**config.mk**
```make
export PLATFORM = sky130hd
export DESIGN_NAME = paced_frame_burst_sequencer_top_flat
export DESIGN_NICKNAME = d
export VERILOG_FILES = /design/src/rtl/pfbs_pkg.sv /design/src/rtl/pfbs_if.sv /design/src/rtl/pfbs_csr.sv /design/src/rtl/pfbs_in_stage.sv /design/src/rtl/pfbs_step_core.sv /design/src/rtl/pfbs_out_stage.sv /design/src/rtl/paced_frame_burst_sequencer_top.sv /design/src/flat_wrapper.sv
export SDC_FILE = /design/constraint.sdc
export NUM_CORES = 1
export LEC_CHECK = 0
export BUFFER_PORTS_ARGS = -buffer_cell sky130_fd_sc_hd__buf_4
export CORE_AREA = 2 2 213 424
export CTS_CLUSTER_DIAMETER = 60
export DETAILED_ROUTE_END_ITERATION = 12
export DIE_AREA = 0 0 215 426
export GPL_TIMING_DRIVEN = 0
export SLEW_MARGIN = 20
export SYNTH_ARGS = -nofsm -noshare
export SYNTH_HDL_FRONTEND = slang
export SYNTH_SLANG_ARGS = --single-unit
export TNS_END_PERCENT = 10
```
**constraint.sdc**
```tcl
create_clock -name clock -period 7.6 [get_ports clock]
set_clock_uncertainty 0.1 [all_clocks]
set_input_delay 1.9 -clock clock [delete_from_list [all_inputs] [get_ports clock]]
set_output_delay 1.9 -clock clock [all_outputs]
set_load 0.005 [all_outputs]
```
**src/rtl/pfbs_pkg.sv**
```systemverilog
package pfbs_pkg;

   // limits on the settings
   localparam int unsigned MAX_FRAMES      = 65535;
   localparam int unsigned MAX_INTERVAL_US = 1000000;
   localparam int unsigned US_PER_MS       = 1000;

   // field widths
   localparam int unsigned OP_W    = 3;
   localparam int unsigned IVL_W   = 20;
   localparam int unsigned CNT_W   = 16;
   localparam int unsigned MS_W    = 32;
   localparam int unsigned SUB_W   = 10;
   localparam int unsigned CSR_IDX_W = 2;

   // operation codes
   localparam logic [OP_W-1:0] OP_ARM     = 3'd0;
   localparam logic [OP_W-1:0] OP_ABORT   = 3'd1;
   localparam logic [OP_W-1:0] OP_MSG     = 3'd2;
   localparam logic [OP_W-1:0] OP_TICK    = 3'd3;
   localparam logic [OP_W-1:0] OP_TX_IDLE = 3'd4;

   // burst phases
   localparam logic [1:0] MODE_IDLE        = 2'd0;
   localparam logic [1:0] MODE_WAIT_READY  = 2'd1;
   localparam logic [1:0] MODE_WAIT_SETTLE = 2'd2;
   localparam logic [1:0] MODE_SENDING     = 2'd3;

   // error codes
   localparam logic [1:0] ERR_NONE  = 2'd0;
   localparam logic [1:0] ERR_BUSY  = 2'd1;
   localparam logic [1:0] ERR_TX    = 2'd2;
   localparam logic [1:0] ERR_ABORT = 2'd3;

   // configuration register indexes
   localparam logic [CSR_IDX_W-1:0] CSR_INTERVAL_US = 2'd0;
   localparam logic [CSR_IDX_W-1:0] CSR_FRAME_COUNT = 2'd1;
   localparam logic [CSR_IDX_W-1:0] CSR_SETTLE_MS   = 2'd2;

   // configuration reset values
   localparam logic [IVL_W-1:0] INTERVAL_US_RST = 20'd1000;
   localparam logic [CNT_W-1:0] FRAME_COUNT_RST = 16'd1;
   localparam logic [CNT_W-1:0] SETTLE_MS_RST   = 16'd1000;

   // ready message recognition
   localparam logic [4:0] PS_RDY_TYPE = 5'd6;
   localparam logic [7:0] MIN_MSG_LEN = 8'd2;
   localparam logic [CNT_W-1:0] SLOTS_MAX = 16'hFFFF;

   typedef struct packed {
      logic [IVL_W-1:0] pace_us;
      logic [CNT_W-1:0] frame_count;
      logic [CNT_W-1:0] settle_ms;
   } cfg_type;

   typedef struct packed {
      logic [OP_W-1:0] op;
      logic            sop_frame;
      logic [7:0]      msg_len;
      logic [7:0]      header_low;
      logic [7:0]      header_high;
      logic            link_active;
      logic            tx_busy;
      logic            tx_accepted;
   } req_item_type;

   typedef struct packed {
      logic             accepted;
      logic [1:0]       phase;
      logic             frame_sent;
      logic             done_res;
      logic             failed;
      logic [1:0]       error_code;
      logic [CNT_W-1:0] frames_sent;
      logic [MS_W-1:0]  duration_ms;
      logic [CNT_W-1:0] pending;
   } rsp_item_type;

   typedef struct packed {
      logic [1:0]       mode;
      logic [CNT_W-1:0] frames_left;
      logic [CNT_W-1:0] frames_done;
      logic [CNT_W-1:0] slots_waiting;
      logic [IVL_W-1:0] interval_count;
      logic             pacer_running;
      logic [SUB_W-1:0] sub_ms_count;
      logic [MS_W-1:0]  now_ms;
      logic [MS_W-1:0]  settle_deadline;
      logic [MS_W-1:0]  start_ms;
      logic [MS_W-1:0]  elapsed_ms;
      logic             burst_begun;
      logic [1:0]       fault_code;
   } seq_state_type;

   // state plus the per-beat events
   typedef struct packed {
      seq_state_type st;
      logic          sent;
      logic          done;
      logic          fail;
   } step_type;

endpackage

```
**src/rtl/pfbs_if.sv**
```systemverilog
// request channel
interface pfbs_req_if;
   import pfbs_pkg::*;
   logic            valid;
   logic            ready;
   logic [OP_W-1:0] op;
   logic            sop_frame;
   logic [7:0]      msg_len;
   logic [7:0]      header_low;
   logic [7:0]      header_high;
   logic            link_active;
   logic            tx_busy;
   logic            tx_accepted;

   modport source (output valid, op, sop_frame, msg_len, header_low, header_high,
                   link_active, tx_busy, tx_accepted, input ready);
   modport sink (input valid, op, sop_frame, msg_len, header_low, header_high,
                 link_active, tx_busy, tx_accepted, output ready);
   modport monitor (input valid, ready, op, sop_frame, msg_len, header_low,
                    header_high, link_active, tx_busy, tx_accepted);
endinterface

// response channel
interface pfbs_rsp_if;
   import pfbs_pkg::*;
   logic             valid;
   logic             ready;
   logic             accepted;
   logic [1:0]       phase;
   logic             frame_sent;
   logic             done_res;
   logic             failed;
   logic [1:0]       error_code;
   logic [CNT_W-1:0] frames_sent;
   logic [MS_W-1:0]  duration_ms;
   logic [CNT_W-1:0] pending;

   modport source (output valid, accepted, phase, frame_sent, done_res, failed,
                   error_code, frames_sent, duration_ms, pending, input ready);
   modport sink (input valid, accepted, phase, frame_sent, done_res, failed,
                 error_code, frames_sent, duration_ms, pending, output ready);
   modport monitor (input valid, ready, accepted, phase, frame_sent, done_res,
                    failed, error_code, frames_sent, duration_ms, pending);
endinterface

```
**src/rtl/pfbs_csr.sv**
```systemverilog
module pfbs_csr
   import pfbs_pkg::*;
(
   input  logic                 clock,
   input  logic                 reset,
   input  logic                 csr_we,
   input  logic [CSR_IDX_W-1:0] csr_index,
   input  logic [IVL_W-1:0]     csr_wdata,
   output cfg_type              cfg
);

   cfg_type cfg_ff;

   // register writes, unknown indexes are dropped
   always_ff @(posedge clock) begin
      if (reset) begin
         cfg_ff.pace_us     <= INTERVAL_US_RST;
         cfg_ff.frame_count <= FRAME_COUNT_RST;
         cfg_ff.settle_ms   <= SETTLE_MS_RST;
      end else if (csr_we) begin
         unique case (csr_index)
            CSR_INTERVAL_US: cfg_ff.pace_us     <= csr_wdata;
            CSR_FRAME_COUNT: cfg_ff.frame_count <= csr_wdata[CNT_W-1:0];
            CSR_SETTLE_MS:   cfg_ff.settle_ms   <= csr_wdata[CNT_W-1:0];
            default: begin
            end
         endcase
      end
   end

   assign cfg = cfg_ff;

endmodule

```
**src/rtl/pfbs_in_stage.sv**
```systemverilog
module pfbs_in_stage
   import pfbs_pkg::*;
(
   input  logic          clock,
   input  logic          reset,
   pfbs_req_if.sink      req_bus,
   input  logic          advance,
   output logic          item_valid,
   output req_item_type  item
);

   logic         valid_ff;
   logic         valid_in;
   logic         take;
   req_item_type item_ff;

   // free slot or the held beat moves on this cycle
   assign req_bus.ready = !valid_ff || advance;
   assign take          = req_bus.valid && req_bus.ready;
   assign valid_in      = take || (valid_ff && !advance);

   always_ff @(posedge clock) begin
      if (reset) begin
         valid_ff <= 1'b0;
      end else begin
         valid_ff <= valid_in;
      end
   end

   // payload capture
   always_ff @(posedge clock) begin
      if (take) begin
         item_ff.op          <= req_bus.op;
         item_ff.sop_frame   <= req_bus.sop_frame;
         item_ff.msg_len     <= req_bus.msg_len;
         item_ff.header_low  <= req_bus.header_low;
         item_ff.header_high <= req_bus.header_high;
         item_ff.link_active <= req_bus.link_active;
         item_ff.tx_busy     <= req_bus.tx_busy;
         item_ff.tx_accepted <= req_bus.tx_accepted;
      end
   end

   assign item_valid = valid_ff;
   assign item       = item_ff;

endmodule

```
**src/rtl/pfbs_step_core.sv**
```systemverilog
module pfbs_step_core
   import pfbs_pkg::*;
(
   input  logic         clock,
   input  logic         reset,
   input  logic         advance,
   input  req_item_type item,
   input  cfg_type      cfg,
   output rsp_item_type result
);

   seq_state_type state_ff;
   seq_state_type state_in;

   // error a send would hit, none when it would go out
   function automatic logic [1:0] send_err(logic link, logic busy, logic txacc);
      logic [1:0] e;
      if (!link) begin
         e = ERR_ABORT;
      end else if (busy) begin
         e = ERR_BUSY;
      end else if (!txacc) begin
         e = ERR_TX;
      end else begin
         e = ERR_NONE;
      end
      return e;
   endfunction

   // end of burst, success or error
   function automatic step_type finish(step_type s, logic ok, logic [1:0] err);
      step_type r;
      r = s;
      r.st.pacer_running  = 1'b0;
      r.st.interval_count = '0;
      r.st.slots_waiting  = '0;
      if (r.st.burst_begun && (r.st.elapsed_ms == '0)) begin
         r.st.elapsed_ms = r.st.now_ms - r.st.start_ms;
      end
      r.st.mode        = MODE_IDLE;
      r.st.burst_begun = 1'b0;
      r.st.fault_code  = err;
      r.st.frames_left = '0;
      if (ok) begin
         r.done = 1'b1;
      end else begin
         r.fail = 1'b1;
      end
      return r;
   endfunction

   // clear all burst bookkeeping
   function automatic step_type clear_burst(step_type s);
      step_type r;
      r = s;
      r.st.pacer_running   = 1'b0;
      r.st.interval_count  = '0;
      r.st.mode            = MODE_IDLE;
      r.st.frames_left     = '0;
      r.st.frames_done     = '0;
      r.st.settle_deadline = '0;
      r.st.start_ms        = '0;
      r.st.elapsed_ms      = '0;
      r.st.fault_code      = ERR_NONE;
      r.st.burst_begun     = 1'b0;
      r.st.slots_waiting   = '0;
      return r;
   endfunction

   // send one pending slot; bus busy just defers it
   function automatic step_type drain_one(step_type s, logic [1:0] e);
      step_type r;
      r = s;
      if ((r.st.slots_waiting != '0) && (r.st.mode == MODE_SENDING)) begin
         if ((r.st.frames_left != '0) && (e != ERR_NONE)) begin
            if (e != ERR_BUSY) begin
               r = finish(r, 1'b0, e);
            end
         end else begin
            if (r.st.frames_left != '0) begin
               r.st.frames_left = r.st.frames_left - 1'b1;
               r.st.frames_done = r.st.frames_done + 1'b1;
               r.sent           = 1'b1;
            end
            r.st.slots_waiting = r.st.slots_waiting - 1'b1;
            if (r.st.frames_left == '0) begin
               r.st.elapsed_ms = r.st.now_ms - r.st.start_ms;
               r = finish(r, 1'b1, ERR_NONE);
            end
         end
      end
      return r;
   endfunction

   // first frame goes out at once, any failure ends the burst
   function automatic step_type begin_burst(step_type s, logic [1:0] e);
      step_type r;
      r = s;
      r.st.burst_begun = 1'b1;
      r.st.start_ms    = r.st.now_ms;
      r.st.elapsed_ms  = '0;
      if ((r.st.frames_left != '0) && (e != ERR_NONE)) begin
         r = finish(r, 1'b0, e);
      end else begin
         if (r.st.frames_left != '0) begin
            r.st.frames_left = r.st.frames_left - 1'b1;
            r.st.frames_done = r.st.frames_done + 1'b1;
            r.sent           = 1'b1;
         end
         if (r.st.frames_left == '0) begin
            r = finish(r, 1'b1, ERR_NONE);
         end else begin
            r.st.interval_count = '0;
            r.st.pacer_running  = 1'b1;
         end
      end
      return r;
   endfunction

   step_type         s;
   logic [1:0]       tx_err;
   logic             arm_ok;
   logic             accepted;
   logic             ready_msg;
   logic [SUB_W:0]   sub_inc;
   logic [MS_W-1:0]  settle_diff;

   assign tx_err = send_err(item.link_active, item.tx_busy, item.tx_accepted);

   // settings check for arm
   assign arm_ok = (cfg.pace_us != '0)
                && ({12'd0, cfg.pace_us} <= MS_W'(MAX_INTERVAL_US))
                && (cfg.frame_count != '0)
                && ({16'd0, cfg.frame_count} <= MS_W'(MAX_FRAMES));

   // plain sop, not extended, ps_rdy type, long enough
   assign ready_msg = item.sop_frame && (item.msg_len >= MIN_MSG_LEN)
                   && !item.header_high[7] && (item.header_low[4:0] == PS_RDY_TYPE);

   // one item's effect on the sequencer state
   always_comb begin
      s           = '0;
      s.st        = state_ff;
      accepted    = 1'b0;
      sub_inc     = '0;
      settle_diff = '0;
      unique case (item.op)
         OP_ARM: begin
            if (arm_ok && (s.st.mode == MODE_IDLE)) begin
               s = clear_burst(s);
               s.st.frames_left = cfg.frame_count;
               s.st.mode        = MODE_WAIT_READY;
               accepted         = 1'b1;
            end
         end
         OP_ABORT: begin
            if (s.st.mode == MODE_IDLE) begin
               s = clear_burst(s);
            end else begin
               if ((s.st.mode == MODE_SENDING) && s.st.burst_begun) begin
                  s.st.elapsed_ms = s.st.now_ms - s.st.start_ms;
               end
               s = finish(s, 1'b0, ERR_ABORT);
            end
         end
         OP_MSG: begin
            if ((s.st.mode == MODE_WAIT_READY) && ready_msg) begin
               s.st.mode            = MODE_WAIT_SETTLE;
               s.st.settle_deadline = s.st.now_ms + {16'd0, cfg.settle_ms};
            end
         end
         OP_TICK: begin
            // millisecond clock
            sub_inc = {1'b0, s.st.sub_ms_count} + 1'b1;
            if (sub_inc >= (SUB_W+1)'(US_PER_MS)) begin
               s.st.sub_ms_count = '0;
               s.st.now_ms       = s.st.now_ms + 1'b1;
            end else begin
               s.st.sub_ms_count = sub_inc[SUB_W-1:0];
            end
            // pacer expiry adds a slot and tries to send
            if (s.st.pacer_running) begin
               s.st.interval_count = s.st.interval_count + 1'b1;
               if (s.st.interval_count >= cfg.pace_us) begin
                  s.st.interval_count = '0;
                  if (s.st.mode == MODE_SENDING) begin
                     if (s.st.slots_waiting != SLOTS_MAX) begin
                        s.st.slots_waiting = s.st.slots_waiting + 1'b1;
                     end
                     s = drain_one(s, tx_err);
                  end
               end
            end
            // settle wait over, wrap-safe compare
            settle_diff = s.st.now_ms - s.st.settle_deadline;
            if ((s.st.mode == MODE_WAIT_SETTLE) && !settle_diff[MS_W-1]) begin
               s.st.mode = MODE_SENDING;
            end
            if ((s.st.mode == MODE_SENDING) && !s.st.burst_begun) begin
               s = begin_burst(s, tx_err);
            end
         end
         OP_TX_IDLE: begin
            if ((s.st.mode == MODE_SENDING) && s.st.burst_begun) begin
               s = drain_one(s, tx_err);
            end
         end
         default: begin
         end
      endcase
   end

   assign state_in = s.st;

   always_ff @(posedge clock) begin
      if (reset) begin
         state_ff <= '0;
      end else if (advance) begin
         state_ff <= state_in;
      end
   end

   // result of this beat
   always_comb begin
      result.accepted    = accepted;
      result.phase       = s.st.mode;
      result.frame_sent  = s.sent;
      result.done_res    = s.done;
      result.failed      = s.fail;
      result.error_code  = s.st.fault_code;
      result.frames_sent = s.st.frames_done;
      result.duration_ms = s.st.elapsed_ms;
      result.pending     = s.st.slots_waiting;
   end

endmodule

```
**src/rtl/pfbs_out_stage.sv**
```systemverilog
module pfbs_out_stage
   import pfbs_pkg::*;
(
   input  logic         clock,
   input  logic         reset,
   input  logic         item_valid,
   input  rsp_item_type result,
   output logic         advance,
   pfbs_rsp_if.source   rsp_bus
);

   logic         valid_ff;
   logic         valid_in;
   rsp_item_type result_ff;

   // result register frees up when empty or being taken
   assign advance  = item_valid && (!valid_ff || rsp_bus.ready);
   assign valid_in = advance || (valid_ff && !rsp_bus.ready);

   always_ff @(posedge clock) begin
      if (reset) begin
         valid_ff <= 1'b0;
      end else begin
         valid_ff <= valid_in;
      end
   end

   always_ff @(posedge clock) begin
      if (advance) begin
         result_ff <= result;
      end
   end

   // drive the response beat
   assign rsp_bus.valid       = valid_ff;
   assign rsp_bus.accepted    = result_ff.accepted;
   assign rsp_bus.phase       = result_ff.phase;
   assign rsp_bus.frame_sent  = result_ff.frame_sent;
   assign rsp_bus.done_res    = result_ff.done_res;
   assign rsp_bus.failed      = result_ff.failed;
   assign rsp_bus.error_code  = result_ff.error_code;
   assign rsp_bus.frames_sent = result_ff.frames_sent;
   assign rsp_bus.duration_ms = result_ff.duration_ms;
   assign rsp_bus.pending     = result_ff.pending;

endmodule

```
**src/rtl/paced_frame_burst_sequencer_top.sv**
```systemverilog
// Paced frame burst sequencer.
// req_bus carries one event per beat: arm, abort, received message,
// microsecond tick or transmitter idle, with the link and transmitter status
// sampled for that event. rsp_bus returns exactly one beat per request beat,
// in order: arm accepted, phase, frame sent, done or failed, error code,
// frames sent, burst duration in ms and pending paced slots.
// csr_we/csr_index/csr_wdata write the pacing period in us, frame_count and
// settle_ms; write them only while no request is in flight.
// Throughput is one beat per cycle while rsp_bus.ready stays high. A request
// passes through an input register, then the combinational step logic into
// the response register.
// Reset (synchronous, active high) returns to idle, clears the ms clock and
// the burst bookkeeping and loads the register defaults; no response is
// pending afterward. When the receiver holds rsp_bus.ready low the response
// stays put, one more request is still taken into the input register, and
// req_bus.ready then drops until the response moves.
module paced_frame_burst_sequencer_top
   import pfbs_pkg::*;
(
   input  logic                 clock,
   input  logic                 reset,
   pfbs_req_if.sink             req_bus,
   pfbs_rsp_if.source           rsp_bus,
   input  logic                 csr_we,
   input  logic [CSR_IDX_W-1:0] csr_index,
   input  logic [IVL_W-1:0]     csr_wdata
);

   cfg_type      cfg;
   req_item_type item;
   logic         item_valid;
   logic         advance;
   rsp_item_type result;

   pfbs_csr u_csr (
      .clock     (clock),
      .reset     (reset),
      .csr_we    (csr_we),
      .csr_index (csr_index),
      .csr_wdata (csr_wdata),
      .cfg       (cfg)
   );

   pfbs_in_stage u_in (
      .clock      (clock),
      .reset      (reset),
      .req_bus    (req_bus),
      .advance    (advance),
      .item_valid (item_valid),
      .item       (item)
   );

   pfbs_step_core u_core (
      .clock   (clock),
      .reset   (reset),
      .advance (advance),
      .item    (item),
      .cfg     (cfg),
      .result  (result)
   );

   pfbs_out_stage u_out (
      .clock      (clock),
      .reset      (reset),
      .item_valid (item_valid),
      .result     (result),
      .advance    (advance),
      .rsp_bus    (rsp_bus)
   );

endmodule

```
**src/flat_wrapper.sv**
```systemverilog
// flat-port wrapper written by rule: the top's interface ports become plain ports
module paced_frame_burst_sequencer_top_flat import pfbs_pkg::*;
  (clock, reset, csr_we, csr_index, csr_wdata, req_bus_valid, req_bus_op, req_bus_sop_frame, req_bus_msg_len, req_bus_header_low, req_bus_header_high, req_bus_link_active, req_bus_tx_busy, req_bus_tx_accepted, req_bus_ready, rsp_bus_valid, rsp_bus_accepted, rsp_bus_phase, rsp_bus_frame_sent, rsp_bus_done_res, rsp_bus_failed, rsp_bus_error_code, rsp_bus_frames_sent, rsp_bus_duration_ms, rsp_bus_pending, rsp_bus_ready);
  pfbs_req_if req_bus_i ();
  pfbs_rsp_if rsp_bus_i ();
  input  logic clock;
  input  logic reset;
  input  logic csr_we;
  input  logic [CSR_IDX_W-1:0] csr_index;
  input  logic [IVL_W-1:0] csr_wdata;
  input wire logic [$bits(req_bus_i.valid)-1:0] req_bus_valid;
  input wire logic [$bits(req_bus_i.op)-1:0] req_bus_op;
  input wire logic [$bits(req_bus_i.sop_frame)-1:0] req_bus_sop_frame;
  input wire logic [$bits(req_bus_i.msg_len)-1:0] req_bus_msg_len;
  input wire logic [$bits(req_bus_i.header_low)-1:0] req_bus_header_low;
  input wire logic [$bits(req_bus_i.header_high)-1:0] req_bus_header_high;
  input wire logic [$bits(req_bus_i.link_active)-1:0] req_bus_link_active;
  input wire logic [$bits(req_bus_i.tx_busy)-1:0] req_bus_tx_busy;
  input wire logic [$bits(req_bus_i.tx_accepted)-1:0] req_bus_tx_accepted;
  output wire logic [$bits(req_bus_i.ready)-1:0] req_bus_ready;
  output wire logic [$bits(rsp_bus_i.valid)-1:0] rsp_bus_valid;
  output wire logic [$bits(rsp_bus_i.accepted)-1:0] rsp_bus_accepted;
  output wire logic [$bits(rsp_bus_i.phase)-1:0] rsp_bus_phase;
  output wire logic [$bits(rsp_bus_i.frame_sent)-1:0] rsp_bus_frame_sent;
  output wire logic [$bits(rsp_bus_i.done_res)-1:0] rsp_bus_done_res;
  output wire logic [$bits(rsp_bus_i.failed)-1:0] rsp_bus_failed;
  output wire logic [$bits(rsp_bus_i.error_code)-1:0] rsp_bus_error_code;
  output wire logic [$bits(rsp_bus_i.frames_sent)-1:0] rsp_bus_frames_sent;
  output wire logic [$bits(rsp_bus_i.duration_ms)-1:0] rsp_bus_duration_ms;
  output wire logic [$bits(rsp_bus_i.pending)-1:0] rsp_bus_pending;
  input wire logic [$bits(rsp_bus_i.ready)-1:0] rsp_bus_ready;
  assign req_bus_i.valid = req_bus_valid;
  assign req_bus_i.op = req_bus_op;
  assign req_bus_i.sop_frame = req_bus_sop_frame;
  assign req_bus_i.msg_len = req_bus_msg_len;
  assign req_bus_i.header_low = req_bus_header_low;
  assign req_bus_i.header_high = req_bus_header_high;
  assign req_bus_i.link_active = req_bus_link_active;
  assign req_bus_i.tx_busy = req_bus_tx_busy;
  assign req_bus_i.tx_accepted = req_bus_tx_accepted;
  assign req_bus_ready = req_bus_i.ready;
  assign rsp_bus_valid = rsp_bus_i.valid;
  assign rsp_bus_accepted = rsp_bus_i.accepted;
  assign rsp_bus_phase = rsp_bus_i.phase;
  assign rsp_bus_frame_sent = rsp_bus_i.frame_sent;
  assign rsp_bus_done_res = rsp_bus_i.done_res;
  assign rsp_bus_failed = rsp_bus_i.failed;
  assign rsp_bus_error_code = rsp_bus_i.error_code;
  assign rsp_bus_frames_sent = rsp_bus_i.frames_sent;
  assign rsp_bus_duration_ms = rsp_bus_i.duration_ms;
  assign rsp_bus_pending = rsp_bus_i.pending;
  assign rsp_bus_i.ready = rsp_bus_ready;
  paced_frame_burst_sequencer_top u_core (.clock(clock), .reset(reset), .req_bus(req_bus_i), .rsp_bus(rsp_bus_i), .csr_we(csr_we), .csr_index(csr_index), .csr_wdata(csr_wdata));
endmodule
```
==> impl_metrics.csv <==
group,metric,value,unit
logic_synthesis,synth-seq-area-share,30.81,%
worst_hold_path,whs_endpoint,"u_core.u_core.state_ff[80]",
setup_path,crit_path_cell_trace,"clkbuf_1 > and3_1 > nor2b_1 > clkbuf_1 > nand2_1 > nor4_2 > nand4_1 > xnor2_1 > ha_1 > nand4_1 > nor4_4 > o221ai_2 > nand2_2 > xor2_4 > a21oi_4 > nor3_4 > buf_6 > nand2b_2 > or3_1 > a222oi_1 > o21ai_2 > o21a_1",
logic_synthesis,synth.top_cells.by_count,"nor2_1, nand2_1, a21oi_1, dfxtp_1, o21ai_0",
placed_design,detailed_place_hpwl,97030,um
job,timing.max_cap.violations,0,
route,detail_route.wl_per_cell,25.88,um
floorplanning,coreArea,88250,um2
worst_hold_path,hold_class,"reg2reg",
placed_design,gpl.final_weighted_congestion,1.051,
logic_synthesis,synthesis.yosys.warnings,0,
run_status,outcome,"complete, no violations",
logic_synthesis,synth_enable_flop_cells,92,
global_route,global_route_wire_length_before_repair,179200,um
global_route,antenna_violations_before_repair,5,
clock_tree,total_number_of_clock_tree_sinks,358,
setup_path,critical_path.top_delay_family,"simple AND/OR/NAND/NOR gates",
clock_tree,root_buffer,"clkbuf_16",
setup_path,cpPeakStageDelay,0.76,ns
setup_path,crit_path_capture_type,"register",
worst_hold_path,hold_depth,2,
route,vias,28260,
sta,final-max-slew-violation-count,0,
route,finalWirelength,125600,um
logic_synthesis,mapped_nets,3659,
clock_tree,worst_skew_pair.late_latency,0.61,ns
setup_path,rr_worst_depth,22,
route,drt_iter0_drc,2170,
setup_path,timing.rr.end,"u_core.u_core.state_ff[9]",
floorplanning,die_x,215,um
clock_tree,worst_setup_hold_path_clk_slew,0.07,ns
logic_synthesis,async_set_reset_flop_share_out_of_synthesis,0,%
power_and_ir_drop,total_power,5066,uW
floorplanning,die_outline_area,91590,um2
logic_synthesis,synthCells,3460,
floorplanning,ios,132,
finish,drive_above_1_share,11.15,%
route,antenna_violating_nets_remaining,0,
global_route,first_global_vias,27560,
logic_synthesis,post_synth.cell_area_avg,7.586,um2
logic_synthesis,synth_area,26250,um2
route,route.detailed.vias_per_inst,5.824,
setup_path,crit_path_start_kind,"register",
logic_synthesis,synth_top_cell_by_area,"dfxtp_1",
route,route.detailed.drc,0,
floorplanning,initial_core_util,29.74,%
clock_tree,tritoncts_clock_tree,"built",
setup_path,slowest_stage,"nor4_2",
placed_design,placement.io_buffers,120,
setup_path,worstReg2RegStart,"u_core.u_core.state_ff[115]",
setup_path,cp.required,7.99,ns
setup_path,worst-endpoint-arrival,7.94,ns
sta,period_minus_slack,7.552,ns
floorplanning,row_count,154,
sta,tightest_slew,1.240,ns
logic_synthesis,yosys.cell_types.count,96,
route,tritonroute_pass_1_iters,8,
sta,setup-violations-final,0,
finish,seqCellArea,8095,um2
logic_synthesis,synth_top_area_share,20.29,%
power_and_ir_drop,power.density,164.0,nW/um2
finish,multi_input_comb_area,17440,um2
logic_synthesis,yosys-top-cells-area,"dfxtp_1, edfxtp_1, nor2_1",
setup_path,wp_buf_inv,3,
finish,fillerInstances,9486,
logic_synthesis,ys_ff_latch,358,
power_and_ir_drop,power.static_leakage,0.01130,uW
setup_path,crit_path_max_fanout,8,
worst_hold_path,hold_path_startpoint,"u_core.u_core.state_ff[80]",
logic_synthesis,post-synth-top-count-cell,"nor2_1",
setup_path,setup.reg_to_reg.worst_slack,0.05,ns
logic_synthesis,synth_top_flop_cell,"dfxtp_1",
global_route,globalRouteOverflowTotal,0,
clock_tree,ctsHtreeMaxLevel,2,
sta,hold_viol_final,0,
floorplanning,fp.dieH,426,um
finish,fin_util,35.00,%
clock_tree,tritoncts.num_buffers,38,
sta,max_freq,132.4,MHz
global_route,grt_start_max_net_pins,48,
clock_tree,clockBufferDepth,3,
global_route,grtUsageTotal,26.59,%
sta,worst_slew_margin_rel,17.30,%
power_and_ir_drop,ir_drop,0.0001282,V
finish,area_delta_synth_final,17.67,%
finish,nets_final,3850,
clock_tree,holdBufCountCts,0,
sta,finalCritPeriodShare,99.36,%
setup_path,timing.setup.critical_path_class,"reg2reg",
## layer usage
metal  track usage, %  up-vias  part of all wire [%]
li1                 -    12880                     -
met3            5.261      690                   6.8
met1            23.86    13280                    31
met2            49.02     1404                    50
met5                0        -                 0.020
met4            26.02        4                    12
## stage by stage
step / hold slack (ns) / instances / instance area, um2 / setup TNS [ns] / setup WS [ns]
floorplan: 0.3250 / 3460 / 26250 / 0 / 0.6129
global placement: 0.3346 / 4750 / 28610 / -496.56 / -3.025
detailed placement: 0.3428 / 4753 / 28710 / -354.13 / -2.403
CTS: 0.3582 / 4828 / 30440 / -0.3697 / -0.04007
global route: 0.3820 / 4850 / 30880 / -0.08155 / -0.02276
finish: 0.3551 / 4852 / 30890 / 0 / 0.04848
## logic make-up (layout without fill, tap and decap cells)
kind of cell	count (synthesis)	in the layout	synth area share [%]
simple gates	1369	1370	24.22
compound gates	999	999	24.69
buf+inv	354	571	5.210
flops	358	358	30.81
fa+ha+maj	141	141	6.807
mux	32	32	1.297
xor+xnor	207	207	6.959
other cells	0	4	0
## worst max path at each step
stage                                     start                              end  slack, ns  depth (start not counted)
floorplan           u_core.u_core.state_ff[142]  u_core.u_out.rsp_bus.pending[3]       0.61                         32
global placement    u_core.u_core.state_ff[131]       u_core.u_core.state_ff[17]      -3.03                         28
detailed placement  u_core.u_core.state_ff[131]       u_core.u_core.state_ff[64]      -2.40                         28
CTS                 u_core.u_core.state_ff[144]  u_core.u_out.rsp_bus.pending[4]      -0.04                         32
global route        u_core.u_core.state_ff[131]        u_core.u_core.state_ff[9]      -0.02                         29
finish              u_core.u_core.state_ff[115]        u_core.u_core.state_ff[9]       0.05                         22
## worst reg2reg max path: cells and delay by family, from the launching register on
family                   cells  cell delay [ns]
AO/OA/AOI/OAI                5             1.27
XOR/XNOR                     2             0.73
adder cells (fa/ha/maj)      1             0.38
buffers and inverters        3             0.97
flip-flops                   1             0.33
AND/OR/NAND/NOR             11             3.64
## area by class of cell
cell class,count,area share [%]
sequential,358,26.21
tap,1170,4.740
antenna,4,0.03241
timing repair buffer,154,3.844
inverter,149,1.811
multi-input combinational,2749,56.47
clock buffer,46,3.379
buffer,201,2.791
clock inverter,21,0.7211
## cells in the final DEF (no fill, tap or decap), types with 40 or more instances in the layout
cell type / instances
nand2_1: 411
nand3_1: 84
xnor2_1: 108
a22oi_1: 45
xor2_1: 94
nor2_1: 447
a211oi_1: 42
edfxtp_1: 92
ha_1: 138
clkbuf_16: 40
inv_1: 147
clkbuf_1: 161
a21o_1: 44
dfxtp_1: 262
o21ai_0: 218
nand4_1: 40
buf_4: 154
nor3_1: 89
a21oi_1: 278
## registers in the layout, summed over array words and instances, names as in the netlist, 2 cells and up
register / cells
u_core.u_out.rsp_bus.duration_ms: 32
u_core.u_out.rsp_bus.frames_sent: 16
u_core.u_in.item: 20
u_core.u_core.state_ff: 212
u_core.u_out.rsp_bus.phase: 2
u_core.u_out.rsp_bus.pending: 16
u_core.u_csr.cfg: 52
u_core.u_out.rsp_bus.error_code: 2
## timing repair
item | 4_1_cts | 5_1_grt
buffers inserted | 12 | 18
endpoints found under the setup margin | 209 | 189
pin swaps | 11 | 15
gates cloned | 0 | 1
gates resized for setup | 101 | 59
## report_power, final
part	total, uW	switching (uW)	internal, uW
Sequential	2060	47.8	2020
Combinational	994	703	291
Clock	2010	914	1090
Total	5070	1660	3400
No activity file was read; power rests on OpenSTA's default activity.
